### config.mk
export PLATFORM = sky130hd
export DESIGN_NAME = byte_run_length_encoder
export DESIGN_NICKNAME = d
export VERILOG_FILES = /design/src/brle_pkg.sv /design/src/byte_run_length_encoder.sv /design/src/brle_in_stage.sv /design/src/brle_run_track.sv /design/src/brle_out_queue.sv
export SDC_FILE = /design/constraint.sdc
export NUM_CORES = 1
export LEC_CHECK = 0
export ABC_AREA = 1
export BUFFER_PORTS_ARGS = -buffer_cell sky130_fd_sc_hd__clkbuf_2
export CAP_MARGIN = 15
export CORE_UTILIZATION = 60
export DETAILED_ROUTE_END_ITERATION = 12
export PLACE_DENSITY = 0.78
export SLEW_MARGIN = 20
export SYNTH_ARGS = -nofsm -noshare
export SYNTH_HDL_FRONTEND = slang
export SYNTH_HIERARCHICAL = 1
export SYNTH_SLANG_ARGS = --single-unit
### constraint.sdc
create_clock -name clk -period 3.92 [get_ports clk]
set_clock_uncertainty 0.05 [all_clocks]
set_input_delay 0.196 -clock clk [delete_from_list [all_inputs] [get_ports clk]]
set_output_delay 0.196 -clock clk [all_outputs]
set_load 0.1 [all_outputs]
### src/brle_pkg.sv
// Shared types and constants for the byte run-length encoder.
// No dependencies; used by every module under src.
`default_nettype none

package brle_pkg;

  // Fixed widths of the stream fields
  localparam int unsigned FIELD_W = 8;
  localparam int unsigned TDATA_IN_W = 8;
  localparam int unsigned TDATA_OUT_W = 16;

  // Defaults for the top-level parameters
  localparam int unsigned SAMPLE_WIDTH_DEF = 8;
  localparam int unsigned COUNT_LIMIT_DEF = 255;

  // Largest repeat count that fits the output field
  localparam int unsigned COUNT_FIELD_MAX = 255;

  // Result queue geometry
  localparam int unsigned QUEUE_DEPTH = 4;
  localparam int unsigned QUEUE_PTR_W = $clog2(QUEUE_DEPTH);
  localparam int unsigned QUEUE_CNT_W = $clog2(QUEUE_DEPTH + 1);

  // One encoded pair as it leaves the block
  typedef struct packed {
    logic               stream_end;
    logic [FIELD_W-1:0] run_value;
    logic [FIELD_W-1:0] repeat_count;
  } pair_t;

  // Push strobes from the run tracker into the result queue
  typedef struct packed {
    logic push0;
    logic push1;
  } push_t;

endpackage

`default_nettype wire

### src/byte_run_length_encoder.sv
// Byte run-length encoder, top level.
// Depends on brle_pkg, brle_in_stage, brle_run_track and brle_out_queue.
//
// Usage:
//   Input channel in_*: one sample word per transfer, in_tlast on the final
//   sample of a stream. Output channel out_*: one (repeat_count, run_value)
//   word per transfer, repeat_count being run length minus one; out_tlast
//   marks the final word of a stream.
//   A sample that differs from the open run, or arrives with the run already
//   at the count limit, closes that run and emits one word. A last sample also
//   flushes the open run, so it may emit two words.
// Path: a word emitted by a sample is offered on out_* once that sample has
//   passed the input register and been written into the result queue.
// Throughput: one sample per cycle while the result queue has room for two
//   words; the output drains one word per cycle while out_tready is high, so
//   only a last sample that closes a run emits two words for one sample.
// Reset (rst_n low, synchronous): no run open, input stage and queue empty.
// Receiver stall: the four-word result queue absorbs words; the input stage
//   holds its sample until the queue has space for two words, and in_tready
//   drops once the held sample cannot move on.
`default_nettype none

module byte_run_length_encoder #(
  parameter int unsigned SAMPLE_WIDTH = brle_pkg::SAMPLE_WIDTH_DEF,
  parameter int unsigned COUNT_LIMIT  = brle_pkg::COUNT_LIMIT_DEF
) (
  input  wire logic                              clk,
  input  wire logic                              rst_n,
  input  wire logic                              in_tvalid,
  output logic                                   in_tready,
  input  wire logic [brle_pkg::TDATA_IN_W-1:0]   in_tdata,   // [7:0] sample
  input  wire logic                              in_tlast,
  output logic                                   out_tvalid,
  input  wire logic                              out_tready,
  output logic [brle_pkg::TDATA_OUT_W-1:0]       out_tdata,  // [7:0] repeat_count, [15:8] run_value
  output logic                                   out_tlast   // stream_end
);

  logic                          room;
  logic                          item_vld;
  logic [brle_pkg::FIELD_W-1:0]  item_sample;
  logic                          item_last;
  brle_pkg::push_t               push;
  brle_pkg::pair_t               pair0;
  brle_pkg::pair_t               pair1;
  brle_pkg::pair_t               out_pair;

  // Register the incoming sample
  brle_in_stage u_in_stage (
    .clk         (clk),
    .rst_n       (rst_n),
    .in_tvalid   (in_tvalid),
    .in_tready   (in_tready),
    .in_sample   (in_tdata[brle_pkg::FIELD_W-1:0]),
    .in_last     (in_tlast),
    .room        (room),
    .item_vld    (item_vld),
    .item_sample (item_sample),
    .item_last   (item_last)
  );

  // Advance the run and form the closed and flushed pairs
  brle_run_track #(
    .SAMPLE_WIDTH (SAMPLE_WIDTH),
    .COUNT_LIMIT  (COUNT_LIMIT)
  ) u_run_track (
    .clk         (clk),
    .rst_n       (rst_n),
    .item_vld    (item_vld),
    .item_sample (item_sample),
    .item_last   (item_last),
    .push        (push),
    .pair0       (pair0),
    .pair1       (pair1)
  );

  // Queue pairs towards the output channel
  brle_out_queue u_out_queue (
    .clk        (clk),
    .rst_n      (rst_n),
    .push       (push),
    .pair0      (pair0),
    .pair1      (pair1),
    .room       (room),
    .out_tvalid (out_tvalid),
    .out_tready (out_tready),
    .out_pair   (out_pair)
  );

  assign out_tdata = {out_pair.run_value, out_pair.repeat_count};
  assign out_tlast = out_pair.stream_end;

endmodule

`default_nettype wire

### src/brle_in_stage.sv
// Input register stage of the byte run-length encoder.
// Depends on brle_pkg for field widths.
`default_nettype none

module brle_in_stage (
  input  wire logic                        clk,
  input  wire logic                        rst_n,
  input  wire logic                        in_tvalid,
  output logic                             in_tready,
  input  wire logic [brle_pkg::FIELD_W-1:0] in_sample,
  input  wire logic                        in_last,
  input  wire logic                        room,
  output logic                             item_vld,
  output logic [brle_pkg::FIELD_W-1:0]     item_sample,
  output logic                             item_last
);

  logic                          vld_r;
  logic [brle_pkg::FIELD_W-1:0]  sample_r;
  logic                          last_r;
  logic                          adv;

  // Stage empties whenever the queue can take both pairs of the held word
  assign adv       = vld_r && room;
  assign in_tready = !vld_r || adv;

  always_ff @(posedge clk) begin
    if (!rst_n) begin
      vld_r <= 1'b0;
    end else if (in_tready) begin
      vld_r <= in_tvalid;
    end
  end

  always_ff @(posedge clk) begin
    if (in_tvalid && in_tready) begin
      sample_r <= in_sample;
      last_r   <= in_last;
    end
  end

  assign item_vld    = adv;
  assign item_sample = sample_r;
  assign item_last   = last_r;

endmodule

`default_nettype wire

### src/brle_run_track.sv
// Run state and pair generation for the byte run-length encoder.
// Depends on brle_pkg for pair_t, push_t and widths.
`default_nettype none

module brle_run_track #(
  parameter int unsigned SAMPLE_WIDTH = brle_pkg::SAMPLE_WIDTH_DEF,
  parameter int unsigned COUNT_LIMIT  = brle_pkg::COUNT_LIMIT_DEF
) (
  input  wire logic                        clk,
  input  wire logic                        rst_n,
  input  wire logic                        item_vld,
  input  wire logic [brle_pkg::FIELD_W-1:0] item_sample,
  input  wire logic                        item_last,
  output brle_pkg::push_t                  push,
  output brle_pkg::pair_t                  pair0,
  output brle_pkg::pair_t                  pair1
);

  localparam int unsigned VAL_W = (SAMPLE_WIDTH < brle_pkg::FIELD_W) ?
                                  SAMPLE_WIDTH : brle_pkg::FIELD_W;
  localparam int unsigned RUN_LIMIT = (COUNT_LIMIT > brle_pkg::COUNT_FIELD_MAX) ?
                                      brle_pkg::COUNT_FIELD_MAX : COUNT_LIMIT;
  localparam int unsigned CNT_W = $clog2(RUN_LIMIT + 1);

  logic             open_r,  open_nxt;
  logic [VAL_W-1:0] cur_r,   cur_nxt;
  logic [CNT_W-1:0] cnt_r,   cnt_nxt;
  logic [VAL_W-1:0] smp;
  logic             close_run;
  logic [VAL_W-1:0] run_val;
  logic [CNT_W-1:0] run_cnt;

  assign smp = item_sample[VAL_W-1:0];

  // Step the open run by one sample
  always_comb begin
    close_run = 1'b0;
    run_val   = cur_r;
    run_cnt   = cnt_r;
    if (!open_r) begin
      run_val = smp;
      run_cnt = '0;
    end else if (smp == cur_r && cnt_r < CNT_W'(RUN_LIMIT)) begin
      run_cnt = cnt_r + CNT_W'(1);
    end else begin
      close_run = 1'b1;
      run_val   = smp;
      run_cnt   = '0;
    end
  end

  // Closed run goes first, the flush on a last word after it
  always_comb begin
    pair0.repeat_count = brle_pkg::FIELD_W'(cnt_r);
    pair0.run_value    = brle_pkg::FIELD_W'(cur_r);
    pair0.stream_end   = 1'b0;
    pair1.repeat_count = brle_pkg::FIELD_W'(run_cnt);
    pair1.run_value    = brle_pkg::FIELD_W'(run_val);
    pair1.stream_end   = 1'b1;
    push.push0 = 1'b0;
    push.push1 = 1'b0;
    if (item_vld) begin
      if (close_run) begin
        push.push0 = 1'b1;
        push.push1 = item_last;
      end else if (item_last) begin
        pair0      = pair1;
        push.push0 = 1'b1;
      end
    end
  end

  always_comb begin
    open_nxt = open_r;
    cur_nxt  = cur_r;
    cnt_nxt  = cnt_r;
    if (item_vld) begin
      if (item_last) begin
        open_nxt = 1'b0;
        cur_nxt  = '0;
        cnt_nxt  = '0;
      end else begin
        open_nxt = 1'b1;
        cur_nxt  = run_val;
        cnt_nxt  = run_cnt;
      end
    end
  end

  always_ff @(posedge clk) begin
    if (!rst_n) begin
      open_r <= 1'b0;
      cur_r  <= '0;
      cnt_r  <= '0;
    end else begin
      open_r <= open_nxt;
      cur_r  <= cur_nxt;
      cnt_r  <= cnt_nxt;
    end
  end

endmodule

`default_nettype wire

### src/brle_out_queue.sv
// Result queue of the byte run-length encoder: takes up to two pairs a cycle.
// Depends on brle_pkg for pair_t, push_t and queue geometry.
`default_nettype none

module brle_out_queue (
  input  wire logic            clk,
  input  wire logic            rst_n,
  input  wire brle_pkg::push_t push,
  input  wire brle_pkg::pair_t pair0,
  input  wire brle_pkg::pair_t pair1,
  output logic                 room,
  output logic                 out_tvalid,
  input  wire logic            out_tready,
  output brle_pkg::pair_t      out_pair
);

  localparam int unsigned PW = brle_pkg::QUEUE_PTR_W;
  localparam int unsigned CW = brle_pkg::QUEUE_CNT_W;

  brle_pkg::pair_t mem_r [brle_pkg::QUEUE_DEPTH];
  logic [PW-1:0]   head_r, head_nxt;
  logic [PW-1:0]   tail_r, tail_nxt;
  logic [CW-1:0]   count_r, count_nxt;
  logic            pop;
  logic [CW:0]     free_after;

  assign out_tvalid = (count_r != '0);
  assign out_pair   = mem_r[head_r];
  assign pop        = out_tvalid && out_tready;

  // Hold the upstream word unless both of its pairs fit after this pop
  assign free_after = (CW+1)'(brle_pkg::QUEUE_DEPTH) - (CW+1)'(count_r) + (CW+1)'(pop);
  assign room       = (free_after >= (CW+1)'(2));

  always_comb begin
    head_nxt  = head_r + PW'(pop);
    tail_nxt  = tail_r + PW'(push.push0) + PW'(push.push1);
    count_nxt = count_r + CW'(push.push0) + CW'(push.push1) - CW'(pop);
  end

  always_ff @(posedge clk) begin
    if (!rst_n) begin
      head_r  <= '0;
      tail_r  <= '0;
      count_r <= '0;
    end else begin
      head_r  <= head_nxt;
      tail_r  <= tail_nxt;
      count_r <= count_nxt;
    end
  end

  always_ff @(posedge clk) begin
    if (push.push0) begin
      mem_r[tail_r] <= pair0;
    end
    if (push.push1) begin
      mem_r[tail_r + PW'(1)] <= pair1;
    end
  end

endmodule

`default_nettype wire

==> impl_metrics.tcl <==
set metrics [dict create \
    hold_viol_final 0 \
    cp_max_fo 19 \
    crit_type "register to register" \
    maxSlewViolCount 0 \
    timing.final.crit_share 0.843 \
    status "finished clean" \
    synth_edf_count 77 \
    via_per_inst 5.27 \
    slew_headroom 0.328 \
    setup_violations 0 \
    post-route-drc-count 0 \
    r2r_setup_slack_ns 0.62 \
    cpMostUsedCell "inv_1" \
    syn2layout_area_growth_pct 6.86 \
    syn_inst 783 \
    final_common_cell "nand2_1" \
    start_util 0.616 \
    synth_mux_area_frac 0 \
    grt_max_degree 37 \
    netlist_area_um2 5970 \
    whs_ns 0.0371 \
    max_freq_mhz 303 \
    wire_per_inst_um 14.4 \
    yosysWarnings 6 \
    path_delay_family "adder cells" \
    nets 820 \
    postRouteAntennaNets 0 \
    place.gp.congestion 0.899 \
    rsz0062_at_grt "no" \
    crit_buf_inv 7 \
    cts_hold_buf 9 \
    synth_adder_area_share 0.0226 \
    clock-sinks 102 \
    dp_hpwl_um 9970 \
    cpPeakStageDelay_ns 0.49 \
    clk_latency_ns 0.36 \
    synth_top_area_share 0.387 \
    row_count 36 \
    num_io_pins 32 \
    synth.distinct_cells 33 \
    yosysTopAreaCell "edfxtp_1" \
    critPathArrivalTime_ns 3.56 \
    hp-class "primary input to register" \
    die_area_um2 10400 \
    grt_remaining_overflow 0 \
    portBuffers 31 \
    drive_gt1_frac 0.0971 \
    synth_seq_cells 102 \
    async_flop_share 0 \
    synth_xor_area_frac 0.0132 \
    die_w_um 102 \
    cts_tree "built" \
    coreArea_um2 9680 \
    grt_usage 0.279 \
    synth_compound_area_frac 0.0413 \
    cp_slowest_cell "fa_1" \
    via_count 4933 \
    drtIter0Drc 367 \
    antenna_cells 0 \
    critPathLaunchType "register" \
    grt_pass1_wl_um 22000 \
    final_cell_mix "301 x nand2_1, 125 x inv_1, 77 x edfxtp_1" \
    required_ns 4.18 \
    synth_fp_nets 805 \
    cts.path.max_buffers 2 \
    tightest_slew_ns 1.00 \
    leakagePower_nw 3.04 \
    power-per-cell-area_nw_per_um2 616 \
    syn_avg_cell_area_um2 7.62 \
    post_cts_buffers 0 \
    cts-root-buf "clkbuf_8" \
    fin_crit_ns 3.30 \
    cts_made_buffers 9 \
    post_synth_and_or_nand_nor_area_fraction 0.318 \
    end_kind "register" \
    antenna_found_initial 0 \
    grt_pass1_vias 4433 \
    finalNonFillerCells 936 \
    drt_wl_total_um 13500 \
    ys_seq_area_frac 0.471 \
    peakVddDrop_uv 448 \
    synth_top_family_by_area "simple AND/OR/NAND/NOR gates" \
    dr.pass1.iters 5 \
    max-cap-violations 0 \
    finalSetupTns_ns 0 \
    path_clk_slew_ns 0.09 \
    post_cts_resized 0 \
    htree_num_levels 3 \
    dieHeight_um 102 \
    dpl.cell_count 911 \
    synth_ff_type "edfxtp_1" \
    path_cells "nor2_1, nand2_2, nand2_1, ha_1, inv_1, ha_1, a21oi_1, nand2_1, nand2_1, inv_1, inv_2, o21ai_0, buf_4, inv_1, ha_1, inv_1, fa_1, fa_1, nand2_1, inv_1" \
    synth_area_leaders "edfxtp_1 39%, nand2_1 19%, dfxtp_1 8.4%" \
]
## power by group
group | switching [mW] | internal [mW] | total [mW]
registers | 0.0774 | 1.29 | 1.37
logic | 1.55 | 0.344 | 1.90
clock network | 0.362 | 0.301 | 0.663
total | 1.99 | 1.94 | 3.93
## synth_stat cells, types with 2 or more instances
master	count
nand2_1	302
inv_1	125
edfxtp_1	77
nand3_1	67
nand4_1	34
o21ai_0	26
dfxtp_1	25
buf_2	20
a21oi_1	19
nor2_1	18
clkbuf_1	12
buf_6	9
buf_4	6
ha_1	6
xnor2_1	5
xor2_1	4
fa_1	3
inv_2	3
clkinv_1	2
inv_4	2
nand2_2	2
nand2_4	2
nand3_2	2
nand3_4	2
nor2_2	2
## registers in the layout (all words and copies together), names as in the netlist
name and cells:
u_in_stage/item_last 1, u_in_stage/item_sample 8, u_in_stage/vld_r 1, u_out_queue/count_r 3, u_out_queue/head_r 2, u_out_queue/mem_r 68
u_out_queue/tail_r 2, u_run_track/cnt_r 8, u_run_track/cur_r 8, u_run_track/open_r 1
## tightest hold or removal path, stage by stage
cell      delay [ns]
clkbuf_2        0.08
inv_1           0.07
a21oi_2         0.06
## worst paths after layout
kind	endpoint	depth (start not counted)	start
min reg2reg	u_run_track/cur_r[2]	2	u_run_track/cur_r[2]
min	u_in_stage/vld_r	3	in_tvalid
max reg2reg	u_out_queue/count_r[1]	20	u_out_queue/count_r[0]
max	u_out_queue/count_r[1]	20	u_out_queue/count_r[0]
## logic make-up (layout without fill, tap and decap cells)
kind of cell / after synthesis / count (layout)
XOR/XNOR: 9 / 9
flip-flops: 102 / 102
AO/OA/AOI/OAI: 48 / 48
adder cells (fa/ha/maj): 9 / 9
buffers and inverters: 179 / 199
other: 1 / 1
AND/OR/NAND/NOR: 435 / 435
## through the flow
stage / power [mW] / area, um2 / utilization / worst slack (ns)
after detailed placement: 3.29 / 6090 / 0.629 / 0.631
after CTS: 3.94 / 6380 / 0.659 / 0.612
final: 3.93 / 6380 / 0.659 / 0.616
after floorplan: 3.01 / 5970 / - / 0.0780
after global placement: 3.25 / 6090 / 0.629 / 0.737
after global routing: 4.15 / 6380 / 0.659 / 0.249
## cell type report
cell class / instances / area (um2)
clock buffers: 10 / 128
flip-flops and latches: 102 / 2810
well taps: 133 / 166
repair buffers: 51 / 328
clock inverters: 6 / 68.8
fillers: 857 / 3310
multi-input cells: 502 / 2370
inverters: 132 / 500
## layer usage
| layer | share of wire | track usage | vias to the layer above |
|---|---|---|---|
| li1 | - | - | 2483 |
| met1 | 0.46 | 0.398 | 2265 |
| met2 | 0.46 | 0.446 | 169 |
| met3 | 0.062 | 0.0428 | 16 |
| met4 | 0.013 | 0.0747 | 0 |
| met5 | 0 | 0 | - |
No activity file was read; power rests on OpenSTA's default activity.
